==> config.mk <==
export PLATFORM = sky130hd
export DESIGN_NAME = firmware_image_stream_validator
export DESIGN_NICKNAME = d
export VERILOG_FILES = /design/src/sv/fisv_pkg.sv /design/src/sv/fisv_fifo.sv /design/src/sv/fisv_sha.sv /design/src/sv/fisv_parse.sv /design/src/sv/firmware_image_stream_validator.sv
export SDC_FILE = /design/constraint.sdc
export NUM_CORES = 2
export LEC_CHECK = 0
export BUFFER_PORTS_ARGS = -buffer_cell sky130_fd_sc_hd__buf_2
export CORE_ASPECT_RATIO = 1.4
export CORE_MARGIN = 10
export CORE_UTILIZATION = 40
export CTS_BUF_LIST = sky130_fd_sc_hd__clkbuf_4 sky130_fd_sc_hd__clkbuf_8 sky130_fd_sc_hd__clkbuf_16
export CTS_CLUSTER_SIZE = 40
export DETAILED_ROUTE_END_ITERATION = 10
export PLACE_DENSITY = 0.56
export SYNTH_ARGS = -nofsm -noshare
export SYNTH_HDL_FRONTEND = slang
export SYNTH_SLANG_ARGS = --single-unit
==> constraint.sdc <==
create_clock -name clk_i -period 14.8 [get_ports clk_i]
set_input_delay 1.48 -clock clk_i [delete_from_list [all_inputs] [get_ports clk_i]]
set_output_delay 1.48 -clock clk_i [all_outputs]
set_load 0.005 [all_outputs]
==> src/sv/fisv_pkg.sv <==
// Package of the firmware image stream validator: codes, config record,
// SHA-256 constants and helpers. Used by all modules but the front queue.
`default_nettype none

package fisv_pkg;

  localparam int unsigned CHIP_OFFSET   = 12;
  localparam int unsigned PAD_ALIGN     = 16;
  localparam int unsigned TRAILER_BYTES = 32;
  localparam logic [15:0] NO_CHIP_CHECK = 16'hFFFF;

  // Configuration register indexes
  localparam logic [2:0] CFG_IMAGE_SIZE      = 3'd0;
  localparam logic [2:0] CFG_PARTITION_LIMIT = 3'd1;
  localparam logic [2:0] CFG_DEVICE_CHIP_ID  = 3'd2;
  localparam logic [2:0] CFG_MIN_IMAGE_SIZE  = 3'd3;
  localparam logic [2:0] CFG_MAGIC_VALUE     = 3'd4;
  localparam logic [2:0] CFG_CHECKSUM_SEED   = 3'd5;

  localparam logic [15:0] CHIP_ID_RST = 16'hFFFF;
  localparam logic [7:0]  MAGIC_RST   = 8'hE9;
  localparam logic [7:0]  SEED_RST    = 8'hEF;

  typedef enum logic [3:0] {
    ST_OK           = 4'd0,
    ST_TOO_SMALL    = 4'd1,
    ST_TOO_LARGE    = 4'd2,
    ST_BAD_MAGIC    = 4'd3,
    ST_BAD_CHIP     = 4'd4,
    ST_BAD_SEGMENTS = 4'd5,
    ST_BAD_SIZE     = 4'd6,
    ST_BAD_CHECKSUM = 4'd7,
    ST_BAD_SHA      = 4'd8,
    ST_READ_FAIL    = 4'd9
  } status_e;

  typedef enum logic [2:0] {
    PH_HEADER,
    PH_SEGHDR,
    PH_DATA,
    PH_PAD,
    PH_FINISH,
    PH_TRAILER,
    PH_DONE
  } phase_e;

  typedef enum logic [1:0] {
    FS_MARK,
    FS_ZERO,
    FS_LEN
  } fin_stage_e;

  typedef enum logic [1:0] {
    SHA_LOAD,
    SHA_ROUND,
    SHA_FOLD
  } sha_state_e;

  typedef struct packed {
    logic [24:0] image_size;
    logic [24:0] partition_limit;
    logic [15:0] device_chip_id;
    logic [24:0] min_image_size;
    logic [7:0]  magic_value;
    logic [7:0]  checksum_seed;
  } cfg_t;

  // Commands from the parser to the hash core
  typedef struct packed {
    logic       start;
    logic       load;
    logic [7:0] data;
  } sha_ctrl_t;

  // Status from the hash core to the parser
  typedef struct packed {
    logic       busy;
    logic [5:0] fill;
  } sha_stat_t;

  localparam logic [31:0] SHA_H0 [8] = '{
    32'h6a09e667, 32'hbb67ae85, 32'h3c6ef372, 32'ha54ff53a,
    32'h510e527f, 32'h9b05688c, 32'h1f83d9ab, 32'h5be0cd19};

  localparam logic [31:0] SHA_K [64] = '{
    32'h428a2f98, 32'h71374491, 32'hb5c0fbcf, 32'he9b5dba5,
    32'h3956c25b, 32'h59f111f1, 32'h923f82a4, 32'hab1c5ed5,
    32'hd807aa98, 32'h12835b01, 32'h243185be, 32'h550c7dc3,
    32'h72be5d74, 32'h80deb1fe, 32'h9bdc06a7, 32'hc19bf174,
    32'he49b69c1, 32'hefbe4786, 32'h0fc19dc6, 32'h240ca1cc,
    32'h2de92c6f, 32'h4a7484aa, 32'h5cb0a9dc, 32'h76f988da,
    32'h983e5152, 32'ha831c66d, 32'hb00327c8, 32'hbf597fc7,
    32'hc6e00bf3, 32'hd5a79147, 32'h06ca6351, 32'h14292967,
    32'h27b70a85, 32'h2e1b2138, 32'h4d2c6dfc, 32'h53380d13,
    32'h650a7354, 32'h766a0abb, 32'h81c2c92e, 32'h92722c85,
    32'ha2bfe8a1, 32'ha81a664b, 32'hc24b8b70, 32'hc76c51a3,
    32'hd192e819, 32'hd6990624, 32'hf40e3585, 32'h106aa070,
    32'h19a4c116, 32'h1e376c08, 32'h2748774c, 32'h34b0bcb5,
    32'h391c0cb3, 32'h4ed8aa4a, 32'h5b9cca4f, 32'h682e6ff3,
    32'h748f82ee, 32'h78a5636f, 32'h84c87814, 32'h8cc70208,
    32'h90befffa, 32'ha4506ceb, 32'hbef9a3f7, 32'hc67178f2};

  function automatic logic [31:0] rotr(input logic [31:0] x, input int unsigned n);
    return (x >> n) | (x << (32 - n));
  endfunction

endpackage

`default_nettype wire

==> src/sv/fisv_fifo.sv <==
// Front queue of the validator: holds accepted byte transactions until the
// back end takes them. Depends on nothing but its parameters.
`default_nettype none

module fisv_fifo #(
  parameter int unsigned WIDTH = 9,
  parameter int unsigned DEPTH = 4
) (
  input  wire logic             clk_i,
  input  wire logic             rst_ni,
  input  wire logic             push_i,
  input  wire logic [WIDTH-1:0] push_data_i,
  output logic                  full_o,
  input  wire logic             pop_i,
  output logic                  valid_o,
  output logic [WIDTH-1:0]      pop_data_o
);

  localparam int unsigned AW = (DEPTH > 1) ? $clog2(DEPTH) : 1;

  logic [WIDTH-1:0] mem_q [DEPTH];
  logic [AW-1:0]    wr_ptr_q, wr_ptr_d, rd_ptr_q, rd_ptr_d;
  logic [AW:0]      cnt_q, cnt_d;
  logic             do_push, do_pop;

  assign full_o     = (cnt_q == (AW+1)'(DEPTH));
  assign valid_o    = (cnt_q != '0);
  assign pop_data_o = mem_q[rd_ptr_q];
  assign do_push    = push_i && !full_o;
  assign do_pop     = pop_i && valid_o;

  // Advance pointers and fill count
  always_comb begin
    wr_ptr_d = wr_ptr_q;
    rd_ptr_d = rd_ptr_q;
    cnt_d    = cnt_q;
    if (do_push) begin
      wr_ptr_d = (wr_ptr_q == AW'(DEPTH - 1)) ? '0 : wr_ptr_q + AW'(1);
    end
    if (do_pop) begin
      rd_ptr_d = (rd_ptr_q == AW'(DEPTH - 1)) ? '0 : rd_ptr_q + AW'(1);
    end
    if (do_push && !do_pop) begin
      cnt_d = cnt_q + (AW+1)'(1);
    end else if (!do_push && do_pop) begin
      cnt_d = cnt_q - (AW+1)'(1);
    end
  end

  always_ff @(posedge clk_i or negedge rst_ni) begin
    if (!rst_ni) begin
      wr_ptr_q <= '0;
      rd_ptr_q <= '0;
      cnt_q    <= '0;
    end else begin
      wr_ptr_q <= wr_ptr_d;
      rd_ptr_q <= rd_ptr_d;
      cnt_q    <= cnt_d;
    end
  end

  // Store the incoming transaction
  always_ff @(posedge clk_i) begin
    if (do_push) begin
      mem_q[wr_ptr_q] <= push_data_i;
    end
  end

endmodule

`default_nettype wire

==> src/sv/fisv_sha.sv <==
// SHA-256 core of the validator: takes message bytes one at a time and runs
// one round per cycle on each full block. Depends on fisv_pkg.
`default_nettype none

module fisv_sha
  import fisv_pkg::*;
(
  input  wire logic      clk_i,
  input  wire logic      rst_ni,
  input  wire sha_ctrl_t ctrl_i,
  output sha_stat_t      stat_o,
  output logic [255:0]   digest_o
);

  sha_state_e  state_q, state_d;
  logic [31:0] hash_q [8];
  logic [31:0] hash_d [8];
  logic [31:0] v_q [8];
  logic [31:0] v_d [8];
  logic [511:0] win_q, win_d;
  logic [5:0]  fill_q, fill_d;
  logic [5:0]  rnd_q, rnd_d;

  logic [31:0] w0, w1, w9, w14, w_new;
  logic [31:0] big_s0, big_s1, ch, maj, t1, t2, sm_s0, sm_s1;

  assign stat_o.busy = (state_q != SHA_LOAD);
  assign stat_o.fill = fill_q;

  for (genvar g = 0; g < 8; g++) begin : g_dig
    assign digest_o[255 - 32*g -: 32] = hash_q[g];
  end

  // Round function and message schedule
  always_comb begin
    w0     = win_q[511:480];
    w1     = win_q[479:448];
    w9     = win_q[223:192];
    w14    = win_q[63:32];
    sm_s0  = rotr(w1, 7) ^ rotr(w1, 18) ^ (w1 >> 3);
    sm_s1  = rotr(w14, 17) ^ rotr(w14, 19) ^ (w14 >> 10);
    w_new  = w0 + sm_s0 + w9 + sm_s1;
    big_s1 = rotr(v_q[4], 6) ^ rotr(v_q[4], 11) ^ rotr(v_q[4], 25);
    ch     = (v_q[4] & v_q[5]) ^ (~v_q[4] & v_q[6]);
    t1     = v_q[7] + big_s1 + ch + SHA_K[rnd_q] + w0;
    big_s0 = rotr(v_q[0], 2) ^ rotr(v_q[0], 13) ^ rotr(v_q[0], 22);
    maj    = (v_q[0] & v_q[1]) ^ (v_q[0] & v_q[2]) ^ (v_q[1] & v_q[2]);
    t2     = big_s0 + maj;
  end

  // Sequence load, rounds and fold
  always_comb begin
    state_d = state_q;
    hash_d  = hash_q;
    v_d     = v_q;
    win_d   = win_q;
    fill_d  = fill_q;
    rnd_d   = rnd_q;
    case (state_q)
      SHA_LOAD: begin
        if (ctrl_i.load) begin
          win_d  = {win_q[503:0], ctrl_i.data};
          fill_d = fill_q + 6'd1;
          if (fill_q == 6'd63) begin
            state_d = SHA_ROUND;
            rnd_d   = '0;
            v_d     = hash_q;
          end
        end
      end
      SHA_ROUND: begin
        win_d = {win_q[479:0], w_new};
        v_d[7] = v_q[6];
        v_d[6] = v_q[5];
        v_d[5] = v_q[4];
        v_d[4] = v_q[3] + t1;
        v_d[3] = v_q[2];
        v_d[2] = v_q[1];
        v_d[1] = v_q[0];
        v_d[0] = t1 + t2;
        rnd_d  = rnd_q + 6'd1;
        if (rnd_q == 6'd63) begin
          state_d = SHA_FOLD;
        end
      end
      SHA_FOLD: begin
        for (int i = 0; i < 8; i++) begin
          hash_d[i] = hash_q[i] + v_q[i];
        end
        state_d = SHA_LOAD;
      end
      default: state_d = SHA_LOAD;
    endcase
    // Restart on a new image, dropping any block in flight
    if (ctrl_i.start) begin
      state_d = SHA_LOAD;
      fill_d  = '0;
      hash_d  = SHA_H0;
    end
  end

  always_ff @(posedge clk_i or negedge rst_ni) begin
    if (!rst_ni) begin
      state_q <= SHA_LOAD;
      fill_q  <= '0;
      rnd_q   <= '0;
      hash_q  <= SHA_H0;
    end else begin
      state_q <= state_d;
      fill_q  <= fill_d;
      rnd_q   <= rnd_d;
      hash_q  <= hash_d;
    end
  end

  always_ff @(posedge clk_i) begin
    v_q   <= v_d;
    win_q <= win_d;
  end

endmodule

`default_nettype wire

==> src/sv/fisv_parse.sv <==
// Back end of the validator: walks the image layout byte by byte, feeds the
// hash core and holds the verdict register. Depends on fisv_pkg, fisv_sha.
`default_nettype none

module fisv_parse
  import fisv_pkg::*;
#(
  parameter int unsigned HEADER_BYTES         = 24,
  parameter int unsigned SEGMENT_HEADER_BYTES = 8,
  parameter int unsigned SIZE_BITS            = 24
) (
  input  wire logic        clk_i,
  input  wire logic        rst_ni,
  input  wire cfg_t        cfg_i,
  input  wire logic        item_valid_i,
  input  wire logic [7:0]  item_byte_i,
  input  wire logic        item_last_i,
  output logic             item_pop_o,
  output logic             res_valid_o,
  input  wire logic        res_ready_i,
  output logic [3:0]       res_status_o,
  output logic [24:0]      res_offset_o
);

  localparam int unsigned SW = $clog2(SEGMENT_HEADER_BYTES + 1);

  typedef struct packed {
    logic        fail;
    status_e     st;
    phase_e      ph;
    logic [31:0] left;
  } next_t;

  phase_e      phase_q, phase_d;
  fin_stage_e  fin_q, fin_d;
  logic [24:0] off_q, off_d;
  logic [7:0]  seg_q, seg_d;
  logic [31:0] field_q, field_d;
  logic [31:0] left_q, left_d;
  logic [7:0]  xor_q, xor_d;
  logic        trl_q, trl_d;
  logic [15:0] chip_q, chip_d;
  logic        magic_q, magic_d;
  logic        mism_q, mism_d;
  logic [2:0]  lidx_q, lidx_d;
  logic [25:0] fpos_q, fpos_d;
  logic        out_valid_q, out_valid_d;
  logic [3:0]  out_st_q, out_st_d;
  logic [24:0] out_off_q, out_off_d;

  sha_ctrl_t    sha_ctrl;
  sha_stat_t    sha_stat;
  logic [255:0] digest;

  logic        pop, res_v, mism_n, pad_fail;
  status_e     res_st;
  logic [25:0] pos;
  logic [SW-1:0] k;
  logic [4:0]  tidx;
  logic [7:0]  dbyte, lbyte;
  logic [63:0] lbits;
  logic [32:0] seg_end;
  next_t       nx;

  fisv_sha u_sha (
    .clk_i   (clk_i),
    .rst_ni  (rst_ni),
    .ctrl_i  (sha_ctrl),
    .stat_o  (sha_stat),
    .digest_o(digest)
  );

  // Decide where the image goes after the header or a segment ends
  function automatic next_t next_seg(input logic [25:0] p, input logic [7:0] segs,
                                     input logic trl, input logic [24:0] size);
    next_t       r;
    logic [26:0] pad_end, expect_sz;
    r = '{fail: 1'b0, st: ST_OK, ph: PH_PAD, left: '0};
    if (segs == '0) begin
      pad_end   = ({1'b0, p} + 27'(PAD_ALIGN)) & ~27'(PAD_ALIGN - 1);
      expect_sz = pad_end + (trl ? 27'(TRAILER_BYTES) : 27'd0);
      if (expect_sz != {2'b0, size}) begin
        r.fail = 1'b1;
        r.st   = ST_BAD_SIZE;
      end else begin
        r.ph   = PH_PAD;
        r.left = 32'(pad_end - {1'b0, p});
      end
    end else if (({1'b0, p} + 27'(SEGMENT_HEADER_BYTES)) > {2'b0, size}) begin
      r.fail = 1'b1;
      r.st   = ST_BAD_SEGMENTS;
    end else begin
      r.ph   = PH_SEGHDR;
      r.left = 32'(SEGMENT_HEADER_BYTES);
    end
    return r;
  endfunction

  assign pop = item_valid_i && !sha_stat.busy && (phase_q != PH_FINISH) &&
               (!out_valid_q || res_ready_i);
  assign item_pop_o   = pop;
  assign res_valid_o  = out_valid_q;
  assign res_status_o = out_st_q;
  assign res_offset_o = out_off_q;

  assign pos     = {1'b0, off_q} + 26'd1;
  assign k       = SW'(SEGMENT_HEADER_BYTES) - left_q[SW-1:0];
  assign tidx    = 5'(6'd32 - left_q[5:0]);
  assign dbyte   = 8'(digest >> {5'd31 - tidx, 3'b000});
  assign lbits   = {35'd0, fpos_q, 3'b000};
  assign lbyte   = 8'(lbits >> {lidx_q, 3'b000});
  assign pad_fail = (cfg_i.image_size < cfg_i.min_image_size);

  // Parse one byte, or generate hash padding after the last pad byte
  always_comb begin
    phase_d  = phase_q;
    fin_d    = fin_q;
    off_d    = off_q;
    seg_d    = seg_q;
    field_d  = field_q;
    left_d   = left_q;
    xor_d    = xor_q;
    trl_d    = trl_q;
    chip_d   = chip_q;
    magic_d  = magic_q;
    mism_d   = mism_q;
    lidx_d   = lidx_q;
    fpos_d   = fpos_q;
    sha_ctrl = '{start: 1'b0, load: 1'b0, data: item_byte_i};
    res_v    = 1'b0;
    res_st   = ST_OK;
    mism_n   = mism_q;
    seg_end  = {7'd0, pos} + {1'b0, field_d};
    nx       = next_seg(pos, seg_q, trl_q, cfg_i.image_size);

    if (pop) begin
      case (phase_q)
        PH_HEADER: begin
          if (off_q == '0 && pad_fail) begin
            res_v  = 1'b1;
            res_st = ST_TOO_SMALL;
          end else if (off_q == '0 && cfg_i.partition_limit != '0 &&
                       cfg_i.image_size > cfg_i.partition_limit) begin
            res_v  = 1'b1;
            res_st = ST_TOO_LARGE;
          end else if (off_q == '0 &&
                       {8'd0, cfg_i.image_size} > (33'd1 << SIZE_BITS)) begin
            res_v  = 1'b1;
            res_st = ST_TOO_LARGE;
          end else if (off_q == '0 && cfg_i.image_size < 25'(HEADER_BYTES)) begin
            res_v  = 1'b1;
            res_st = ST_READ_FAIL;
          end else begin
            sha_ctrl.load = 1'b1;
            if (off_q == 25'd0) magic_d = (item_byte_i == cfg_i.magic_value);
            if (off_q == 25'd1) seg_d = item_byte_i;
            if (off_q == 25'(CHIP_OFFSET)) chip_d = {8'd0, item_byte_i};
            if (off_q == 25'(CHIP_OFFSET + 1)) chip_d[15:8] = item_byte_i;
            if (off_q == 25'(HEADER_BYTES - 1)) begin
              trl_d = (item_byte_i != '0);
              nx    = next_seg(pos, seg_q, trl_d, cfg_i.image_size);
              if (!magic_q) begin
                res_v  = 1'b1;
                res_st = ST_BAD_MAGIC;
              end else if (cfg_i.device_chip_id != NO_CHIP_CHECK &&
                           chip_q != cfg_i.device_chip_id) begin
                res_v  = 1'b1;
                res_st = ST_BAD_CHIP;
              end else if (nx.fail) begin
                res_v  = 1'b1;
                res_st = nx.st;
              end else begin
                phase_d = nx.ph;
                left_d  = nx.left;
                field_d = '0;
              end
            end
          end
        end
        PH_SEGHDR: begin
          sha_ctrl.load = 1'b1;
          if (k >= SW'(4) && k < SW'(8)) begin
            field_d[{k[1:0], 3'b000} +: 8] = item_byte_i;
          end
          seg_end = {7'd0, pos} + {1'b0, field_d};
          left_d  = left_q - 32'd1;
          if (left_q == 32'd1) begin
            if (seg_end > {8'd0, cfg_i.image_size}) begin
              res_v  = 1'b1;
              res_st = ST_BAD_SEGMENTS;
            end else if (field_d == '0) begin
              seg_d = seg_q - 8'd1;
              nx    = next_seg(pos, seg_d, trl_q, cfg_i.image_size);
              if (nx.fail) begin
                res_v  = 1'b1;
                res_st = nx.st;
              end else begin
                phase_d = nx.ph;
                left_d  = nx.left;
                field_d = '0;
              end
            end else begin
              left_d  = field_d;
              phase_d = PH_DATA;
            end
          end
        end
        PH_DATA: begin
          sha_ctrl.load = 1'b1;
          xor_d  = xor_q ^ item_byte_i;
          left_d = left_q - 32'd1;
          if (left_q == 32'd1) begin
            seg_d = seg_q - 8'd1;
            nx    = next_seg(pos, seg_d, trl_q, cfg_i.image_size);
            if (nx.fail) begin
              res_v  = 1'b1;
              res_st = nx.st;
            end else begin
              phase_d = nx.ph;
              left_d  = nx.left;
              field_d = '0;
            end
          end
        end
        PH_PAD: begin
          sha_ctrl.load = 1'b1;
          left_d = left_q - 32'd1;
          if (left_q == 32'd1) begin
            if (item_byte_i != xor_q) begin
              res_v  = 1'b1;
              res_st = ST_BAD_CHECKSUM;
            end else if (!trl_q) begin
              res_v  = 1'b1;
              res_st = ST_OK;
            end else begin
              phase_d = PH_FINISH;
              fin_d   = FS_MARK;
              fpos_d  = pos;
            end
          end
        end
        PH_TRAILER: begin
          mism_n = mism_q | (dbyte != item_byte_i);
          mism_d = mism_n;
          left_d = left_q - 32'd1;
          if (left_q == 32'd1) begin
            res_v  = 1'b1;
            res_st = mism_n ? ST_BAD_SHA : ST_OK;
          end
        end
        default: ;
      endcase

      // End marker before any verdict is a short read
      if (item_last_i && !res_v && phase_q != PH_DONE) begin
        res_v  = 1'b1;
        res_st = ST_READ_FAIL;
      end
      if (res_v) begin
        phase_d = PH_DONE;
      end
      off_d = off_q + 25'd1;

      // Rearm for the next image on the end marker
      if (item_last_i) begin
        off_d    = '0;
        phase_d  = PH_HEADER;
        seg_d    = '0;
        field_d  = '0;
        left_d   = '0;
        xor_d    = cfg_i.checksum_seed;
        trl_d    = 1'b0;
        chip_d   = '0;
        magic_d  = 1'b0;
        mism_d   = 1'b0;
        sha_ctrl.start = 1'b1;
      end
    end else if (phase_q == PH_FINISH && !sha_stat.busy) begin
      case (fin_q)
        FS_MARK: begin
          sha_ctrl.load = 1'b1;
          sha_ctrl.data = 8'h80;
          fin_d = FS_ZERO;
        end
        FS_ZERO: begin
          if (sha_stat.fill == 6'd56) begin
            fin_d  = FS_LEN;
            lidx_d = 3'd7;
          end else begin
            sha_ctrl.load = 1'b1;
            sha_ctrl.data = 8'h00;
          end
        end
        FS_LEN: begin
          sha_ctrl.load = 1'b1;
          sha_ctrl.data = lbyte;
          lidx_d = lidx_q - 3'd1;
          if (lidx_q == 3'd0) begin
            phase_d = PH_TRAILER;
            left_d  = 32'(TRAILER_BYTES);
            mism_d  = 1'b0;
          end
        end
        default: fin_d = FS_MARK;
      endcase
    end
  end

  // Load or release the verdict register
  always_comb begin
    out_valid_d = out_valid_q;
    out_st_d    = out_st_q;
    out_off_d   = out_off_q;
    if (pop && res_v) begin
      out_valid_d = 1'b1;
      out_st_d    = 4'(res_st);
      out_off_d   = off_q;
    end else if (res_ready_i) begin
      out_valid_d = 1'b0;
    end
  end

  always_ff @(posedge clk_i or negedge rst_ni) begin
    if (!rst_ni) begin
      phase_q     <= PH_HEADER;
      fin_q       <= FS_MARK;
      off_q       <= '0;
      seg_q       <= '0;
      field_q     <= '0;
      left_q      <= '0;
      xor_q       <= SEED_RST;
      trl_q       <= 1'b0;
      chip_q      <= '0;
      magic_q     <= 1'b0;
      mism_q      <= 1'b0;
      lidx_q      <= '0;
      fpos_q      <= '0;
      out_valid_q <= 1'b0;
    end else begin
      phase_q     <= phase_d;
      fin_q       <= fin_d;
      off_q       <= off_d;
      seg_q       <= seg_d;
      field_q     <= field_d;
      left_q      <= left_d;
      xor_q       <= xor_d;
      trl_q       <= trl_d;
      chip_q      <= chip_d;
      magic_q     <= magic_d;
      mism_q      <= mism_d;
      lidx_q      <= lidx_d;
      fpos_q      <= fpos_d;
      out_valid_q <= out_valid_d;
    end
  end

  always_ff @(posedge clk_i) begin
    out_st_q  <= out_st_d;
    out_off_q <= out_off_d;
  end

endmodule

`default_nettype wire

==> src/sv/firmware_image_stream_validator.sv <==
// When idle, a verdict shows on the master side once its byte has passed the front queue and the verdict register.
// The front queue takes one byte per cycle while it is not full; the back end takes one byte a
// cycle, but stops while the SHA-256 round unit works on each 64-byte block or a verdict is held.
// A trailer adds hash padding and the final hash blocks before its bytes are checked.
// Reset: rst_ni, asynchronous active low, clears control state and loads config defaults.
`default_nettype none

module firmware_image_stream_validator
  import fisv_pkg::*;
#(
  parameter int unsigned HEADER_BYTES         = 24,
  parameter int unsigned SEGMENT_HEADER_BYTES = 8,
  parameter int unsigned SIZE_BITS            = 24,
  parameter int unsigned FIFO_DEPTH           = 4
) (
  input  wire logic        clk_i,
  input  wire logic        rst_ni,
  input  wire logic        s_axis_tvalid,
  output logic             s_axis_tready,
  input  wire logic [7:0]  s_axis_tdata,   // [7:0] data_byte
  input  wire logic        s_axis_tlast,   // end_of_stream
  output logic             m_axis_tvalid,
  input  wire logic        m_axis_tready,
  output logic [31:0]      m_axis_tdata,   // [3:0] status, [28:4] verdict_offset, rest 0
  input  wire logic        cfg_valid_i,
  output logic             cfg_ready_o,
  input  wire logic [2:0]  cfg_index_i,
  input  wire logic [24:0] cfg_data_i
);

  cfg_t        cfg_q, cfg_d;
  logic        q_full, q_valid, q_pop;
  logic [8:0]  q_data;
  logic [3:0]  res_status;
  logic [24:0] res_offset;

  assign cfg_ready_o   = 1'b1;
  assign s_axis_tready = !q_full;

  // Write configuration registers
  always_comb begin
    cfg_d = cfg_q;
    if (cfg_valid_i) begin
      case (cfg_index_i)
        CFG_IMAGE_SIZE:      cfg_d.image_size      = cfg_data_i;
        CFG_PARTITION_LIMIT: cfg_d.partition_limit = cfg_data_i;
        CFG_DEVICE_CHIP_ID:  cfg_d.device_chip_id  = cfg_data_i[15:0];
        CFG_MIN_IMAGE_SIZE:  cfg_d.min_image_size  = cfg_data_i;
        CFG_MAGIC_VALUE:     cfg_d.magic_value     = cfg_data_i[7:0];
        CFG_CHECKSUM_SEED:   cfg_d.checksum_seed   = cfg_data_i[7:0];
        default: ;
      endcase
    end
  end

  always_ff @(posedge clk_i or negedge rst_ni) begin
    if (!rst_ni) begin
      cfg_q <= '{image_size: '0, partition_limit: '0, device_chip_id: CHIP_ID_RST,
                 min_image_size: '0, magic_value: MAGIC_RST, checksum_seed: SEED_RST};
    end else begin
      cfg_q <= cfg_d;
    end
  end

  fisv_fifo #(
    .WIDTH(9),
    .DEPTH(FIFO_DEPTH)
  ) u_fifo (
    .clk_i      (clk_i),
    .rst_ni     (rst_ni),
    .push_i     (s_axis_tvalid),
    .push_data_i({s_axis_tlast, s_axis_tdata}),
    .full_o     (q_full),
    .pop_i      (q_pop),
    .valid_o    (q_valid),
    .pop_data_o (q_data)
  );

  fisv_parse #(
    .HEADER_BYTES        (HEADER_BYTES),
    .SEGMENT_HEADER_BYTES(SEGMENT_HEADER_BYTES),
    .SIZE_BITS           (SIZE_BITS)
  ) u_parse (
    .clk_i       (clk_i),
    .rst_ni      (rst_ni),
    .cfg_i       (cfg_q),
    .item_valid_i(q_valid),
    .item_byte_i (q_data[7:0]),
    .item_last_i (q_data[8]),
    .item_pop_o  (q_pop),
    .res_valid_o (m_axis_tvalid),
    .res_ready_i (m_axis_tready),
    .res_status_o(res_status),
    .res_offset_o(res_offset)
  );

  assign m_axis_tdata = {3'b000, res_offset, res_status};

endmodule

`default_nettype wire

Word-level counts from Yosys, hierarchy flattened
Memory sizes are Yosys's and may differ from the RTL's.
Index checks and enable logic that the tools add are counted.
Widths: inputs -> output; s select.
{"block": "classes", "addsub": 39, "order_cmp": 9, "n_eq_ne": 91, "shift": 4, "muxes": 224, "bitwise_logic": 32, "n_reduce_logical": 81}
{"operator": "$mux 32", "count": 41}
{"operator": "$mux 256", "count": 4}
{"operator": "$pmux 512 s2", "count": 1}
{"operator": "$mux 40", "count": 17}
{"operator": "$add 32x32->32", "count": 18}
{"operator": "$mux 512", "count": 1}
{"operator": "$pmux 256 s2", "count": 1}
{"operator": "$xor 32x32->32", "count": 9}
{"operator": "$shr 256x8->8", "count": 1}
{"operator": "$and 32x32->32", "count": 5}
{"operator": "$pmux 32 s4", "count": 1}
{"operator": "$mux 16", "count": 7}
{"operator": "$mux 8", "count": 14}
{"operator": "$pmux 32 s3", "count": 1}
{"operator": "$mux 3", "count": 27}
{"operator": "$mux 4", "count": 18}
{"operator": "$add 27x27->27", "count": 2}
{"operator": "$ne 27x25->1", "count": 2}
{"operator": "$mux 1", "count": 53}
{"operator": "$eq 25x4->1 const B", "count": 2}
{"operator": "$ne 5x5->1 const B", "count": 9}
{"operator": "$mux 6", "count": 7}
{"operator": "$reduce_and 7->1", "count": 5}
{"operator": "$mux 34", "count": 1}
{"operator": "other kinds (106)", "count": 233}
{"block": "word_totals", "register_bits": 1340, "ramBits": 36, "mem_bits_ro": 2048, "in_bits": 42, "out_inout_bits": 35, "wordCells": 529, "mem_count": 2}
{"name": "(no name shown)", "words": 64, "width": 32, "rd": 1, "rd_ports_with_merged_regs": 0, "wr": 0, "line_no": "fisv_sha.sv:45", "source": "t1 = v_q[7] + big_s1 + ch + SHA_K[rnd_q] + w0;"}
{"name": "u_fifo.mem_q", "words": 4, "width": 9, "rd": 1, "rd_ports_with_merged_regs": 0, "wr": 1, "line_no": "fisv_fifo.sv:21", "source": "logic [WIDTH-1:0] mem_q [DEPTH];"}

Depth between registers and ports, before layout
An unclocked memory read counts as a cell.
{"block": "logic_depth", "ltp_word": 32, "ltp_mapped": 42, "ltp_nobuf": 40}

Hierarchy
From an unflattened synthesis, not the netlist that was laid out.
{"block": "hier_totals", "hier_cells": 11134, "area_unflattened_um2": 100218.6}
{"module": "fisv_sha", "n_inst": 1, "cells_per_inst": 7890, "area_per_inst_um2": 70898.0, "seq_area_each_um2": 29988.8}
{"module": "fisv_parse", "n_inst": 1, "cells_per_inst": 2923, "area_per_inst_um2": 23420.0, "seq_area_each_um2": 4858.4}
{"module": "firmware_image_stream_validator", "n_inst": 1, "cells_per_inst": 237, "area_per_inst_um2": 4145.2, "seq_area_each_um2": 2712.6}
{"module": "fisv_fifo", "n_inst": 1, "cells_per_inst": 84, "area_per_inst_um2": 1755.4, "seq_area_each_um2": 1256.2}

Worst setup path before layout
Ideal clock, no wire load.
{"block": "synth_timing", "path_kind": "register to register", "startpoint": "register u_parse.off_q[7]", "endpoint": "register u_parse.u_sha.win_q[0], enable pin", "setup_ps": 3626, "arrival_time_ps": 11152, "required_ps": 11174, "path_slack_ps": 22, "stages_incl_launch_ff": 11, "path_buffers": 1, "period_less_slack_ps": 14778, "path_cell_list": "dfrtp_1 > buf_1 > nor4_1 > nand3_1 > nor4_1 > nand2_1 > a2111oi_0 > o21bai_1 > o21ai_0 > a21boi_1 > nand2_1"}
{"block": "synth_between", "elab_chain_len": 10, "elab_cells_between_ends": 14}
{"element": "start, declared", "line_no": "fisv_parse.sv:36", "source": "logic [24:0] off_q, off_d;"}
{"element": "start signal, assigned", "line_no": "fisv_parse.sv:327", "source": "off_q <= '0;"}
{"element": "start signal, assigned", "line_no": "fisv_parse.sv:342", "source": "off_q <= off_d;"}
{"element": "$logic_not 25->1 (*)"}
{"element": "$logic_and 1x1->1", "line_no": "fisv_parse.sv:150", "source": "end else if (off_q == '0 && cfg_i.image_size < 25'(HEADER_BYTES)) begin"}
{"element": "$mux 1", "line_no": "fisv_parse.sv:150"}
{"element": "$mux 1", "line_no": "fisv_parse.sv:146", "source": "end else if (off_q == '0 &&"}
{"element": "$mux 1", "line_no": "fisv_parse.sv:142", "source": "end else if (off_q == '0 && cfg_i.partition_limit != '0 &&"}
{"element": "$mux 1 (*)", "line_no": "fisv_parse.sv:139", "source": "if (off_q == '0 && pad_fail) begin"}
{"element": "$pmux 1 s2 (*)", "line_no": "fisv_parse.sv:137", "source": "case (phase_q)"}
{"element": "$mux 1 (*)", "line_no": "fisv_parse.sv:136", "source": "if (pop) begin"}
{"element": "$ne 2x1->1 (no line) (*)"}
{"element": "$reduce_and 2->1 (no line) (*)"}
{"element": "end signal, assigned", "line_no": "fisv_sha.sv:118", "source": "win_q <= win_d;"}
{"element": "end, declared", "line_no": "fisv_sha.sv:20", "source": "logic [511:0] win_q, win_d;"}
Every way passes the cells marked *; elsewhere a longest branch is shown, timed or not.
A chain may end at the register's enable or synchronous reset.

==> flow_summary.ini <==
[floorplanning]
rows = 214
design.core.area_um2 = 242000
fp.dieW_um = 437
ios = 77
die_area_um2 = 264000
initial_core_util = 0.401
die-height_um = 603

[timing]
hold_violations = 0
period_needed_ns = 10.27
drv_slew = 0
tightest_slew_ns = 1.29
fin_worst_skew_ns = 0.0542
setup_viol = 0
rsz0062_at_grt = false
max_clock_freq_ghz = 0.0973
fin_tns_setup_ns = 0
slew_headroom = 0.132
fin_crit_sh = 0.694

[route]
first_pass_iters = 6
wl_per_cell_um = 27.2
vias = 80457
routed_wirelength_mm = 378
drc = 0
ant_nets = 0
viasPerCell = 5.79
drt_iter0_drc = 6849

[grt]
grt_max_degree = 221
met3_usage = 0.0362
overflow = 0
busiest_layer = met2
use_met1 = 0.314
grt_pass1_wl_mm = 548
antenna_found_initial = 8
use_met2 = 0.477
gr-usage-all-layers = 0.277
grt_pass1_vias = 79730

[clocking]
post_cts.repair.setup_buffers = 0
cts.path.max_buffers = 4
root_buffer = clkbuf_16
ctsResizeCount = 0
clk_latency_ns = 0.87
clkSinkCount = 1376
cts_tree = done
clkSlewWorstSetupHoldPaths_ns = 0.06
htreeDepth = 4
cts_made_buffers = 162
postCtsHoldBufs = 0

[cells_and_area]
postLayoutCoreUtil = 0.439
nets = 11343
drive_gt1_frac = 0.0944
area_delta_synth_final_pct = 9.26

[job]
maxCapViolCount = 0

[synth]
ys.flop_type = edfxtp_1
async_reset_ff_frac = 0.395
yosysSeqAreaShare = 0.399
yosysTopAreaCellShare = 0.257
syn-cell-area_um2 = 97300
yosys-top-cells-area = edfxtp_1 26%, nand2_1 9.8%, dfrtp_1 9.6%
synth_top_area_cell = edfxtp_1
postSynthRegisterBits = 1376
syn_avg_cell_area_um2 = 9.07
yosysWarnings = 0
synth_edf_count = 833
ys_types = 119
netlist_instances = 10723

[critical_path]
critPathSlowestCell = o32ai_1
slowest_delay_ns = 0.87
crit_type = flip-flop to flip-flop
path_max_fanout = 49
crit_arrival_ns = 10.92
worstSetupEndpointType = flip-flop
cp-start-kind = flip-flop
critPathRequiredTime_ns = 15.45

[worst_hold_path]
min_path_type = flip-flop to flip-flop

[power_and_ir_drop]
irDropWorstVdd_mv = 0.166
p_leak_nw = 44.1
power.density_nw_per_um2 = 164

[placed_design]
gp_congestion = 1.01
port_buffers = 72
dpl.hpwl_mm = 285

[status]
status = complete, no violations
-- worst max-delay path: cells and delay by family, from the launching register on --
| kind | cells | cell delay [ns] |
|---|---|---|
| mux | 1 | 0.20 |
| fa+ha+maj | 5 | 1.73 |
| simple gates | 4 | 0.51 |
| xor+xnor | 2 | 0.41 |
| flops | 1 | 0.34 |
| compound gates | 19 | 5.12 |
| buf+inv | 6 | 1.73 |
-- power breakdown --
group          internal (mW)  switching [mW]  leakage [nW]
clock network           2.48            1.73          2.71
registers               5.46           0.627          13.9
logic                   2.38            4.73          27.4
total                   10.3            7.09          44.1
-- synth_stat cells (all sizes together) (18+ instances only) --
library cell and n:
nand2 2553, a211o 24, o21a 68, xnor2 475, nand3 183, a221oi 24
o31ai 83, inv 592, mux2i 65, a31o 21, o211ai 57, mux4 88
ha 574, clkbuf 493, nor2 504, and3 65, a31oi 73, nand4 75
a211oi 75, mux2 113, nor4 71, nor3 206, fa 198, buf 78
a22oi 32, a21o 183, nor2b 58, dfrtp 372, or2 34, edfxtp 833
dfstp 171, a21boi 23, nand2b 94, or3 63, o21ai 792, and2 49
xor2 304, a22o 31, o31a 22, o21bai 47, a21oi 565, o22ai 18
o221ai 23
-- state kept, by name (all words and copies together) (netlist names), 26 cells and up --
register	flops
cfg_q	107
u_fifo.mem_q	36
u_parse.field_q	32
u_parse.fpos_q	26
u_parse.left_q	32
u_parse.u_sha.digest_o	256
u_parse.u_sha.v_q	256
u_parse.u_sha.win_q	512
-- kinds of logic after synthesis --
group,after synthesis,share of synthesized area
muxes,266,0.0402
adders and majority gates,775,0.115
AOI/OAI and AO/OA,2311,0.148
DFF,1376,0.399
other,2,0.0000772
and+or+nand+nor,4042,0.180
xor gates and xnor gates,784,0.0717
buffers and inverters,1167,0.0461
-- layer usage --
layer  wire length, µm  vias up
li1                  -    36976
met1            142000    39626
met2            184000     2847
met3             18700     1006
met4             33500        2
met5                17        -
-- worst paths after layout --
| check | start | endpoint | slack [ns] | depth (start not counted) |
|---|---|---|---|---|
| worst max-delay path | u_parse.u_sha.rnd_q[2] | u_parse.u_sha.v_q[255] | 4.53 | 37 |
| worst min-delay path | u_parse.field_q[28] | u_parse.field_q[28] | 0.48 | 2 |
| worst max register to register | u_parse.u_sha.rnd_q[2] | u_parse.u_sha.v_q[255] | 4.53 | 37 |
| worst min register to register | u_parse.field_q[28] | u_parse.field_q[28] | 0.48 | 2 |
| max in group asynchronous | rst_ni | u_parse.u_sha.digest_o[50] | 11.30 | 4 |
| min in group asynchronous | rst_ni | cfg_q[59] | 0.72 | 1 |
-- stage by stage --
| step | hold slack, ns | cell area [µm²] | std cells | worst slack (ns) | power (mW) |
|---|---|---|---|---|---|
| final | 0.477 | 106000 | 13894 | 4.53 | 17.4 |
| after detailed placement | 0.465 | 101000 | 13605 | 4.60 | 13.2 |
| after global routing | 0.499 | 106000 | 13893 | 3.98 | 18.4 |
| after global placement | 0.454 | 101000 | 13605 | 4.56 | 13.1 |
| after floorplan | 0.420 | 97300 | 10725 | 0.0222 | 10.5 |
| after CTS | 0.477 | 106000 | 13892 | 4.56 | 17.5 |
-- cell type report --
cell class	count	area, µm²
fill	23583	136000
multi-input combinational	8182	54200
sequential	1376	38800
clock buffer	235	4800
tap	3240	4050
inverter	596	2240
timing repair buffer	211	1530
clock inverter	52	623
antenna	2	5.00
-- layout by cell type (no fill, tap or decap), types with 56 or more instances in the layout --
| master | n |
|---|---|
| nand2_1 | 2548 |
| edfxtp_1 | 833 |
| o21ai_0 | 754 |
| inv_1 | 588 |
| ha_1 | 573 |
| a21oi_1 | 562 |
| nor2_1 | 500 |
| xnor2_1 | 468 |
| dfrtp_1 | 367 |
| xor2_1 | 302 |
| nor3_1 | 199 |
| fa_1 | 198 |
| a21o_1 | 183 |
| nand3_1 | 179 |
| dfstp_2 | 171 |
| clkbuf_16 | 166 |
| buf_4 | 130 |
| mux2_2 | 113 |
| nand2b_1 | 92 |
| mux4_2 | 88 |
| o31ai_1 | 81 |
| nand4_1 | 75 |
| a31oi_1 | 73 |
| a211oi_1 | 73 |
| buf_2 | 71 |
| o21a_1 | 67 |
| and3_1 | 65 |
| mux2i_1 | 63 |
| nor4_1 | 63 |
| or3_1 | 62 |
| nor2b_1 | 56 |
Note: power is estimated with default switching activity, not from simulation.
